--- src/rtl/stl_pkg.sv ---
// shared constants and command/status types for the sorted threshold list
`default_nettype none
package stl_pkg;

  localparam int unsigned DefCapacity = 64;
  localparam int unsigned DefTagBits  = 16;

  localparam int unsigned ValW   = 32;
  localparam int unsigned TagW   = 16;
  localparam int unsigned TotW   = 38;
  localparam int unsigned ProdW  = 64;
  localparam int unsigned DivCntW = 7;

  localparam logic [2:0] MODE_READ    = 3'd0;
  localparam logic [2:0] MODE_INSERT  = 3'd1;
  localparam logic [2:0] MODE_DELETE  = 3'd2;
  localparam logic [2:0] MODE_ADVANCE = 3'd3;
  localparam logic [2:0] MODE_REWIND  = 3'd4;
  localparam logic [2:0] MODE_SHARE   = 3'd5;

  localparam logic [2:0] ST_OK     = 3'd0;
  localparam logic [2:0] ST_BELOW  = 3'd1;
  localparam logic [2:0] ST_FULL   = 3'd2;
  localparam logic [2:0] ST_NOCUR  = 3'd3;
  localparam logic [2:0] ST_ZERO   = 3'd4;

  typedef struct packed {
    logic       rd_en;
    logic       wr_en;
    logic       wr_new;
    logic       set_status;
    logic [2:0] status;
    logic       occ_inc;
    logic       occ_dec;
    logic       cur_inc;
    logic       cur_clr;
    logic       cur_set;
    logic       tot_add;
    logic       mul;
    logic       div_start;
    logic       out_load;
  } cmd_t;

  typedef struct packed {
    logic [2:0] mode;
    logic       below_thr;
    logic       full;
    logic       empty;
    logic       has_cur;
    logic       cur_last;
    logic       tot_zero;
    logic       rd_gt;
    logic       div_busy;
    logic       out_free;
  } sts_t;

endpackage
`default_nettype wire

--- src/rtl/stl_ctrl.sv ---
// controller: sequences the scan, shift, fetch, multiply and divide steps
`default_nettype none
module stl_ctrl import stl_pkg::*; #(
  parameter int unsigned CAPACITY = DefCapacity,
  localparam int unsigned IdxW = (CAPACITY > 1) ? $clog2(CAPACITY) : 1,
  localparam int unsigned CntW = $clog2(CAPACITY + 1)
) (
  input  wire logic            clk_i,
  input  wire logic            rst_ni,
  input  wire logic            in_valid_i,
  output logic                 in_stall_o,
  input  wire sts_t            sts_i,
  input  wire logic [CntW-1:0] occ_i,
  input  wire logic [CntW-1:0] cur_i,
  output cmd_t                 cmd_o,
  output logic [IdxW-1:0]      rd_addr_o,
  output logic [IdxW-1:0]      wr_addr_o
);

  localparam logic [3:0] S_IDLE   = 4'd0;
  localparam logic [3:0] S_DECODE = 4'd1;
  localparam logic [3:0] S_INS_SH = 4'd2;
  localparam logic [3:0] S_INS_WR = 4'd3;
  localparam logic [3:0] S_DEL_SH = 4'd4;
  localparam logic [3:0] S_FETCH  = 4'd5;
  localparam logic [3:0] S_FETCHW = 4'd6;
  localparam logic [3:0] S_MUL    = 4'd7;
  localparam logic [3:0] S_DIVS   = 4'd8;
  localparam logic [3:0] S_DIV    = 4'd9;
  localparam logic [3:0] S_DONE   = 4'd10;

  logic [3:0]      state_q, state_d;
  logic [IdxW-1:0] j_q, j_d;
  logic [IdxW-1:0] pos_q, pos_d;
  logic            shr_q, shr_d;
  logic [CntW-1:0] occ_m1;
  logic [CntW:0]   j_p2;

  assign occ_m1     = occ_i - 1'b1;
  assign j_p2       = {{(CntW + 1 - IdxW){1'b0}}, j_q} + 2'd2;
  assign in_stall_o = state_q != S_IDLE;

  always_comb begin
    state_d   = state_q;
    j_d       = j_q;
    pos_d     = pos_q;
    shr_d     = shr_q;
    cmd_o     = '0;
    rd_addr_o = '0;
    wr_addr_o = '0;
    unique case (state_q)
      S_IDLE: begin
        if (in_valid_i) begin
          shr_d   = 1'b0;
          state_d = S_DECODE;
        end
      end
      S_DECODE: begin
        cmd_o.set_status = 1'b1;
        cmd_o.status     = ST_OK;
        state_d          = S_FETCH;
        unique case (sts_i.mode)
          MODE_INSERT: begin
            if (sts_i.below_thr) begin
              cmd_o.status = ST_BELOW;
            end else if (sts_i.full) begin
              cmd_o.status = ST_FULL;
            end else if (sts_i.empty) begin
              pos_d   = '0;
              state_d = S_INS_WR;
            end else begin
              cmd_o.rd_en = 1'b1;
              rd_addr_o   = occ_m1[IdxW-1:0];
              j_d         = occ_m1[IdxW-1:0];
              state_d     = S_INS_SH;
            end
          end
          MODE_DELETE: begin
            if (!sts_i.has_cur) begin
              cmd_o.status = ST_NOCUR;
            end else if (sts_i.cur_last) begin
              cmd_o.occ_dec = 1'b1;
            end else begin
              cmd_o.rd_en = 1'b1;
              rd_addr_o   = IdxW'(cur_i + 1'b1);
              j_d         = cur_i[IdxW-1:0];
              state_d     = S_DEL_SH;
            end
          end
          MODE_ADVANCE: begin
            if (sts_i.has_cur) cmd_o.cur_inc = 1'b1;
            else cmd_o.status = ST_NOCUR;
          end
          MODE_REWIND: begin
            cmd_o.cur_clr = 1'b1;
          end
          MODE_SHARE: begin
            if (!sts_i.has_cur) cmd_o.status = ST_NOCUR;
            else if (sts_i.tot_zero) cmd_o.status = ST_ZERO;
            else shr_d = 1'b1;
          end
          default: begin
            if (!sts_i.has_cur) cmd_o.status = ST_NOCUR;
          end
        endcase
      end
      S_INS_SH: begin
        if (sts_i.rd_gt) begin
          pos_d   = IdxW'(j_q + 1'b1);
          state_d = S_INS_WR;
        end else begin
          cmd_o.wr_en = 1'b1;
          wr_addr_o   = IdxW'(j_q + 1'b1);
          if (j_q == '0) begin
            pos_d   = '0;
            state_d = S_INS_WR;
          end else begin
            cmd_o.rd_en = 1'b1;
            rd_addr_o   = j_q - 1'b1;
            j_d         = j_q - 1'b1;
          end
        end
      end
      S_INS_WR: begin
        cmd_o.wr_en   = 1'b1;
        cmd_o.wr_new  = 1'b1;
        wr_addr_o     = pos_q;
        cmd_o.occ_inc = 1'b1;
        cmd_o.cur_set = 1'b1;
        cmd_o.tot_add = 1'b1;
        state_d       = S_FETCH;
      end
      S_DEL_SH: begin
        cmd_o.wr_en = 1'b1;
        wr_addr_o   = j_q;
        if (j_p2 == {1'b0, occ_i}) begin
          cmd_o.occ_dec = 1'b1;
          state_d       = S_FETCH;
        end else begin
          cmd_o.rd_en = 1'b1;
          rd_addr_o   = j_p2[IdxW-1:0];
          j_d         = IdxW'(j_q + 1'b1);
        end
      end
      S_FETCH: begin
        cmd_o.rd_en = 1'b1;
        rd_addr_o   = cur_i[IdxW-1:0];
        state_d     = S_FETCHW;
      end
      S_FETCHW: begin
        state_d = shr_q ? S_MUL : S_DONE;
      end
      S_MUL: begin
        cmd_o.mul = 1'b1;
        state_d   = S_DIVS;
      end
      S_DIVS: begin
        cmd_o.div_start = 1'b1;
        state_d         = S_DIV;
      end
      S_DIV: begin
        if (!sts_i.div_busy) state_d = S_DONE;
      end
      S_DONE: begin
        if (sts_i.out_free) begin
          cmd_o.out_load = 1'b1;
          state_d        = S_IDLE;
        end
      end
      default: begin
        state_d = S_IDLE;
      end
    endcase
  end

  always_ff @(posedge clk_i or negedge rst_ni) begin
    if (!rst_ni) begin
      state_q <= S_IDLE;
      j_q     <= '0;
      pos_q   <= '0;
      shr_q   <= 1'b0;
    end else begin
      state_q <= state_d;
      j_q     <= j_d;
      pos_q   <= pos_d;
      shr_q   <= shr_d;
    end
  end

  a_one_load: assert property (@(posedge clk_i) disable iff (!rst_ni)
    cmd_o.out_load |=> state_q == S_IDLE) else $error("result loaded outside done");
  a_no_rw_clash: assert property (@(posedge clk_i) disable iff (!rst_ni)
    !(cmd_o.occ_inc && cmd_o.occ_dec)) else $error("occupancy raised and lowered at once");
  a_div_wait: assert property (@(posedge clk_i) disable iff (!rst_ni)
    (state_q == S_DIV && sts_i.div_busy) |=> state_q == S_DIV)
    else $error("left divide early");

endmodule
`default_nettype wire

--- config.mk ---
export PLATFORM = sky130hd
export DESIGN_NAME = stl_ctrl
export DESIGN_NICKNAME = d
export VERILOG_FILES = /design/src/rtl/stl_pkg.sv /design/src/rtl/stl_ctrl.sv
export SDC_FILE = /design/constraint.sdc
export NUM_CORES = 1
export LEC_CHECK = 0
export BUFFER_PORTS_ARGS = -buffer_cell sky130_fd_sc_hd__buf_2
export CORE_MARGIN = 2
export CORE_UTILIZATION = 34
export CTS_BUF_LIST = sky130_fd_sc_hd__clkbuf_8 sky130_fd_sc_hd__clkbuf_16
export CTS_CLUSTER_SIZE = 30
export DETAILED_ROUTE_END_ITERATION = 8
export PLACE_DENSITY = 0.57
export SYNTH_ARGS = -nofsm -noshare
export SYNTH_HDL_FRONTEND = slang
export SYNTH_SLANG_ARGS = --single-unit
export TNS_END_PERCENT = 50
--- constraint.sdc ---
create_clock -name clk_i -period 2.2 [get_ports clk_i]
set_clock_uncertainty 0.15 [all_clocks]
set_input_delay 0.22 -clock clk_i [delete_from_list [all_inputs] [get_ports clk_i]]
set_output_delay 0.22 -clock clk_i [all_outputs]
set_load 0.03 [all_outputs]
# [Yosys cells after proc, flatten, opt, wreduce, memory -nomap -nowiden]
# Cells that the tools add are included.
[classes] n_mux=81 n_reduce_logical=11 n_eq_ne=37 n_addsub=5
[ops] operator="two-way mux 6 bit" count=23
[ops] operator="one-hot mux 4 bit (11 select lines)" count=1
[ops] operator="one-hot mux 6 bit (2 select lines)" count=3
[ops] operator="one-hot mux 6 bit (3 select lines)" count=2
[ops] operator="two-way mux 4 bit" count=8
[ops] operator="two-way mux 1 bit" count=26
[ops] operator="!= test 2 bit (second input constant)" count=12
[ops] operator="one-hot mux 6 bit (4 select lines)" count=1
[ops] operator="!= test 3 bit (second input constant)" count=6
[ops] operator="== test 4 x 3 -> 1 bit (second input constant)" count=4
[ops] operator="adder 6 x 1 -> 6 bit (second input constant)" count=2
[ops] operator="== test 4 bit (second input constant)" count=3
[ops] operator="two-way mux 2 bit" count=6
[ops] operator="two-way mux 3 bit" count=4
[ops] operator="subtractor 6 x 1 -> 6 bit (second input constant)" count=2
[ops] operator="AND reduction 10 bit" count=1
[ops] operator="AND reduction 5 bit" count=2
[ops] operator="one-hot mux 3 bit (3 select lines)" count=1
[ops] operator="== test 4 x 2 -> 1 bit (second input constant)" count=2
[ops] operator="one-hot mux 1 bit (2 select lines)" count=4
[ops] operator="adder 6 x 2 -> 7 bit (second input constant)" count=1
[ops] operator="== test 7 bit" count=1
[ops] operator="== test 3 x 2 -> 1 bit (second input constant)" count=2
[ops] operator="== test 3 bit (second input constant)" count=2
[ops] operator="13 further kinds" count=15
[word_totals] wordCells=138 out_inout_bits=29 reg_bits=17

# [Longest topological paths before layout]
# Gate-level depths: netlist of run 1.
[logic_depth] depth_word=6 mapped_depth=9 mapped_depth_nobuf=7

# [Worst setup path before layout of run 1]
# No wires, ideal clock.
[synth_path] path_kind="reg-to-output" start="register state_q[1]" end="output wr_addr_o[0]" path_stages_with_launch=7 arrival_time_ns=2.582 required_ns=1.830 path_slack_ns=-0.752 path_buffers=2 path_cell_list="dfrtp_1 buf_2 clkbuf_1 nand2_1 nor3_1 a22oi_1 o21ai_0"
[synth_between] elab_chain_len=2
[synth_lines] element="start: declaration" line_no="stl_ctrl.sv:32" rtl="logic [3:0] state_q, state_d;"
[synth_lines] element="start signal: assignment" line_no="stl_ctrl.sv:183" rtl="state_q <= state_d;"
[synth_lines] element="== test 4 x 3 -> 1 bit / == test 4 x 2 -> 1 bit (equally long branches)" line_no="stl_ctrl.sv:51" rtl="unique case (state_q)"
[synth_lines] element="one-hot mux 6 bit (3 select lines) *" line_no="stl_ctrl.sv:51"
[synth_lines] element="end: declaration" line_no="stl_ctrl.sv:17" rtl="output logic [IdxW-1:0] wr_addr_o"
# Every way passes the cells marked *; elsewhere a longest branch is shown, timed or not.

# [Final worst setup path of run 1]
[layout_path] start="register state_q[2]" end="output rd_addr_o[0]"
[layout_between] elab_chain_len=2
[layout_lines] element="== test 4 x 3 -> 1 bit, or another cell as far along" line_no="stl_ctrl.sv:51"
[layout_lines] element="one-hot mux 6 bit (4 select lines) *" line_no="stl_ctrl.sv:51"
[layout_lines] element="end: declaration" line_no="stl_ctrl.sv:16" rtl="output logic [IdxW-1:0] rd_addr_o,"
# Marks and branches as above.

==> summary.md, run 1 <==
| Metric | Value |
|---|---|
| Num CTS Buffers | 3 |
| DP HPWL | between 5 and 6 mm |
| Total track usage | 22.1% |
| Starting Density | 35.3% |
| Final Hold Fails | 0 |
| CP max stage delay | 0.57 ns |
| Top cells by area, synth | dfrtp_1 19%, xor2_1 5.5%, ha_1 4.5% |
| H-tree levels | 1 |
| Pre-CTS setup slack | -0.230 ns |
| Worst hold stages | 4 |
| CTS tree | done |
| Cell Count, Final, Fillers Out | slightly below 500 |
| R2R Path End | j_q[5] |
| CTS root buf | clkbuf_8 |
| Final setup TNS | -3.52 ns |
| Crit start category | flip-flop |
| Die footprint | ~7300 sq um |
| Clock Path Buffers | 2 |
| Synthesized flop and latch total | 17 |
| Fin crit share | 113% |
| Status | finished with violations |
| Worst flop-to-flop path startpoint | j_q[1] |
| Critical path data required time | between 1.5 and 2 ns |
| Drt drc | 0 |
| Synth Net Count | 318 |
| P_leak | approximately 1.7 nW |
| Antenna Nets Post-Route | 0 |
| Number of global-route vias before repair | 2,588 |
| Synth cell count leaders | 25 x nor2_1, 18 x nand2_1, 17 x dfrtp_1, 17 x o21ai_0, 15 x inv_1 |
| PwrDens | between 1000 and 1500 nW/um^2 |
| Die height | between 80 and 90 um |
| Die Span X | between 80 and 90 um |
| Failing checks | negative setup slack |
| Cell Area, Synth | around 2200 sq um |
| Ys async rst share | 100% |
| Synth area leader | dfrtp_1 |
| Routed len/inst | ~17 um |
| Yosys Warn Count | 0 |
| Initial antenna violation count | 0 |
| Max Fclk | 401 MHz |
| Average size of a mapped cell | between 7 and 8 sq um |
| Vias | roughly 2,700 |
| Synth Instances | ~280 |
| Setup crit end kind | output pin |
| Worst-path clk slew | ~0.070 ns |
| DRT Pass-1 Iters | 5 |
| Core Region | around 6300 sq um |
| Hold Path Sink | state_q[3] |
| CP arrival | between 2 and 2.5 ns |
| Critical path type | flip-flop to output pin |
| EDFF count, synth | 0 |
| GPL Wtd Cong | 0.832 |
| Register area share after synthesis | a little under a fifth |
| Area grow syn2layout | 70.0% |
| Fin nets | around 450 |
| Max_cap viols | 0 |
| Top Ports | 58 |
| Share of layout cells above drive strength 1 | 53.3% |
| Most frequent cell after synthesis | nor2_1 |
| Port buffer count | 56 |
| Overall Power | ~5.6 mW |
| Hold WC Path Type | input port to flip-flop |
| Measured slew at the worst slew-check pin | around 0.48 ns |
| Hold_sp | sts_i[0] |
| Setup ws final | -0.295 ns |
| Critical path cell sequence | or4b_4, a211oi_4, a222oi_1, buf_4, o21ai_4, buf_6 |
| Starting DRT DRC Count | ~140 |
| Peak VDD IR | between 600 and 700 uV |
| Largest net degree at the start of global routing | 18 |
| Worst Reg-to-Reg Cells | 10 |
| First-pass GRT wire length | approximately 13 mm |
| Post-Place Cells | about 460 |
| CP top delay family | compound AO/OA/AOI/OAI gates |
| Ant diodes | 0 |
| CP Max Fanout | 7 |
| Clock Latency Late Sink | 0.26 ns |
| Final Setup Violations | 21 |
| Buffer and inverter count on the worst path | 2 |
| Fin. max-slew vios | 0 |
| Total Wirelength | a little over 8 mm |
| Flop-to-flop setup slack | -0.17 ns |
| Tmin final | roughly 2.5 ns |
| Crit-path slowest cell | or4b_4 |
| Post-synth top area share | between 10% and 20% |
| Row cnt | 29 |
| Synth unique cells | 58 |
| Fin util | around 60% |
| Ys flop type | dfrtp_1 |
| Vias per inst | ~5.6 |
| Gr ovfl total | 0 |
| Slew HR | 68.2% |
| Clk sinks | 17 |
| RSZ-0062 raised after global routing | yes |
[power breakdown]
part	switching [mW]	internal [mW]	total (mW)
combinational	2.40	2.31	4.71
sequential	0.170	0.470	0.640
clock	0.120	0.126	0.246
[worst min-delay path: stages]
cell and delay [ns]:
buf_2 0.09, o21ai_0 0.07, nand2_1 0.07, o21ai_0 0.08
[logic make-up (layout without fill, tap and decap cells)]
family          count (synthesis)  in the layout  share of synthesized area (%)
compound gates                 83             83                           28.4
xor+xnor                       26             26                           10.8
fa+ha+maj                       8              8                           4.46
buf+inv                        39            165                           7.92
flops                          17             17                           19.0
mux                            10             10                           5.64
simple gates                   98             98                           23.8
[worst max path at each step]
stage          slack, ns        from      endpoint  cells after the start
2_1_floorplan      -0.17  state_q[2]  wr_addr_o[0]                      5
3_3_place_gp       -0.23  state_q[2]  rd_addr_o[1]                      6
3_5_place_dp       -0.23      j_q[1]  rd_addr_o[3]                      7
4_1_cts            -0.27  state_q[2]  rd_addr_o[1]                      6
5_1_grt            -0.38  state_q[2]  rd_addr_o[0]                      6
6_report           -0.30  state_q[2]  rd_addr_o[0]                      6
[per-stage QoR]
stage	cell area (sq um)	hold slack (ns)
2_1_floorplan	2420	-0.226
3_3_place_gp	3200	0.0301
3_5_place_dp	3200	0.0283
4_1_cts	3650	0.175
5_1_grt	3810	0.225
6_report	3810	0.182
[metal layers]
layer / share of wire [%] / global-route usage [%]
met5: 0 / 0
met1: 46 / 31.9
met3: 6.0 / 2.33
met2: 46 / 36.0
met4: 1.7 / 4.18
[sequential cells by signal, summed over array words and instances (netlist names)]
register  cells
j_q           6
pos_q         6
state_q       4
shr_q         1
[placed cells by master (no fill, tap or decap), types with 5 or more instances in the layout]
master	count
ha_1	5
nor2b_1	7
a222oi_1	5
nor2_1	19
a21oi_1	13
xnor2_1	9
dfrtp_1	12
inv_1	12
buf_2	36
nand3_1	7
dfrtp_2	5
o21ai_2	5
buf_4	73
o21ai_0	7
o22ai_1	5
o2bb2ai_1	9
nand2_1	14
xor2_1	13
buf_6	35
mux2_4	5
[cell type report]
cell class / instances / area (sq um)
flip-flops and latches: 17 / 432
multi-input cells: 225 / 2040
well taps: 77 / 96.3
clock buffers: 3 / 41.3
clock inverters: 1 / 5.00
repair buffers: 145 / 1130
fillers: 559 / 2540
inverters: 16 / 62.6
[repair_timing]
| action | 4_1_cts | 5_1_grt |
|---|---|---|
| buffers inserted | 12 | 7 |
| gates resized for setup | 75 | 32 |
| hold endpoints to repair | 17 | 0 |
| pin swaps | 15 | 14 |
| setup endpoints to repair | 34 | 28 |
| hold buffers | 1 | 0 |
No activity file was read; power rests on OpenSTA's default activity.
==> run 2, diff against run 1 <==
Settings changed: TNS_END_PERCENT 50 to 100.
==> run 2 against run 1 <==
Effect of this change: the flow still finishes with violations (negative setup slack); sequential share of layout area decreased by 0.55 points; non-clock buffer count increased by 13; design area increased by 4.2%; die area unchanged; fmax decreased by 3.3%; global-route usage decreased by 0.49 points; clock-buffer cell count unchanged; power increased by 3.7%; largest cell class unchanged.
==> summary.md, run 2 (synthesized netlist as in run 1, its figures left out) <==
| Metric | Value |
|---|---|
| CP max stage delay | 0.54 ns |
| Top Registers | j_q (6), pos_q (6), state_q (4) |
| Vias per inst | roughly 5.4 |
| Final Hold Fails | 0 |
| # fillers | around 520 |
| DP HPWL | 6.00 mm |
| Final Setup Violations | 20 |
| CP top delay family | compound AO/OA/AOI/OAI gates |
| Starting Density | between 30% and 40% |
| FF+latch area | 428 sq um |
| Critical path cell sequence | nor4_2, buf_4, a211oi_2, buf_4, a222oi_1, o21ai_4, buf_6 |
| Starting DRT DRC Count | ~140 |
| Initial antenna violation count | 0 |
| Measured slew at the worst slew-check pin | 0.684 ns |
| Gr ovfl total | 0 |
| Crit-path slowest cell | a222oi_1 |
| Clock share of power | around 4% |
| Top Ports | 58 |
| Cell Count, Final, Fillers Out | 497 |
| Switch Pwr | roughly 2.7 mW |
| Antenna Nets Post-Route | 0 |
| CP arrival | about 2.2 ns |
| Drt drc | 0 |
| Commonest cells after routing, fill and taps aside | 74 x buf_4, 43 x buf_6, 36 x buf_2, 20 x nor2_1 |
| Row cnt | 29 |
| Area grow syn2layout | 77.1% |
| Total track usage | between 20 and 25% |
| Port buffer count | 56 |
| Status | finished with violations |
| Critical path type | flip-flop to output pin |
| Post-Place Cells | 466 |
| Worst-path clk slew | about 0.070 ns |
| Core Region | about 6300 sq um |
| Combinational power share | 85.5% |
| DRT Pass-1 Iters | 6 |
| Die Span X | ~85 um |
| Internal power | just over 3 mW |
| Peak VDD IR | 756 uV |
| Most common cell after layout, fill and taps aside | buf_4 |
| Clock Path Buffers | 2 |
| Ant diodes | 0 |
| Buffer and inverter count on the worst path | 3 |
| Share of layout cells above drive strength 1 | about 54% |
| Flop-to-flop setup slack | -0.22 ns |
| Multi-input gate area | a little over 2000 sq um |
| Fin nets | 458 |
| P_leak | roughly 1.8 nW |
| CP Max Fanout | 7 |
| Fin crit share | 117% |
| CTS tree | done |
| CP most frequent cell | buf_4 |
| Vias | 2,677 |
| Setup crit end kind | output pin |
| Total Wirelength | around 8 mm |
| GPL Wtd Cong | ~0.9 |
| Setup ws final | -0.379 ns |
| Critical path data required time | roughly 1.8 ns |
| Max_cap viols | 0 |
| Tmin final | between 2 and 3 ns |
| H-tree levels | 1 |
| Failing checks | negative setup slack |
| PwrDens | 1460 nW/um^2 |
| Max Fclk | roughly 390 MHz |
| Fin Hold WS | between 0.1 and 0.15 ns |
| CTS root buf | clkbuf_8 |
| Number of global-route vias before repair | 2,597 |
| Crit start category | flip-flop |
| Clock Latency Late Sink | 0.25 ns |
| Die footprint | just over 7000 sq um |
| Fin. max-slew vios | 0 |
| Hold WC Path Type | input port to flip-flop |
| Part of the power in registers | between 10% and 20% |
| Num CTS Buffers | 3 |
| First-pass GRT wire length | ~13 mm |
| Sw frac | between 40% and 50% |
| Die height | roughly 85 um |
| RSZ-0062 raised after global routing | yes |
| Clk sinks | 17 |
| Largest net degree at the start of global routing | 18 |
| Routed len/inst | 16.0 um |
| Slew HR | between 50% and 60% |
==> run 2: area by class of cell <==
| class | instances | share of cell area [%] |
|---|---|---|
| repair buffers | 158 | 32.5 |
| multi-input cells | 225 | 51.4 |
| flip-flops and latches | 17 | 10.8 |
| clock inverters | 1 | 0.126 |
| clock buffers | 3 | 1.04 |
| well taps | 77 | 2.43 |
| inverters | 16 | 1.70 |
==> run 2: power by group through the flow <==
stage / combinational (mW) / clock (mW) / sequential (mW)
6_report: 4.96 / 0.240 / 0.602
2_1_floorplan: 2.54 / 0 / 0.563
3_5_place_dp: 3.85 / 0 / 0.579
4_1_cts: 4.50 / 0.246 / 0.590
3_3_place_gp: 3.83 / 0 / 0.576
5_1_grt: 5.30 / 0.263 / 0.624
==> run 2: path summary, 6_finish.rpt <==
path / end / start / cells past startpoint
min in group asynchronous: state_q[2] / rst_ni / 2
worst min-delay path: state_q[3] / sts_i[0] / 4
max in group asynchronous: j_q[2] / rst_ni / 2
worst min register to register: pos_q[3] / pos_q[3] / 1
worst max-delay path: rd_addr_o[2] / j_q[3] / 7
worst max register to register: j_q[2] / j_q[1] / 8
==> run 2: metal layers <==
metal	up-vias	track usage, %	wire (um)
met1	1269	30.9	3650
li1	1322	-	-
met5	-	0	0
met2	72	35.5	3830
met3	14	1.95	347
met4	0	4.91	142
==> run 2: repair_timing <==
action,4_1_cts,5_1_grt
setup endpoints to repair,32,34
endpoints found under the hold margin,17,0
hold buffers,1,0
pin swaps,19,24
setup buffers,14,12
gates resized for setup,65,51
==> run 2: metrics by stage <==
stage / worst slack, ns / util, % / cell area (sq um) / power, mW / TNS [ns]
floorplan: -0.174 / - / 2420 / 3.10 / -1.30
global placement: -0.123 / 51.0 / 3240 / 4.40 / -1.54
detailed placement: -0.151 / 51.0 / 3240 / 4.43 / -1.78
CTS: -0.314 / 57.5 / 3650 / 5.33 / -3.90
global route: -0.415 / 62.5 / 3970 / 6.19 / -5.49
finish: -0.379 / 62.5 / 3970 / 5.81 / -3.88
==> run 2: tightest hold or removal path: stages <==
cell and delay, ns:
buf_2 0.10, o21ai_0 0.07, nand2_1 0.06, o21ai_0 0.06
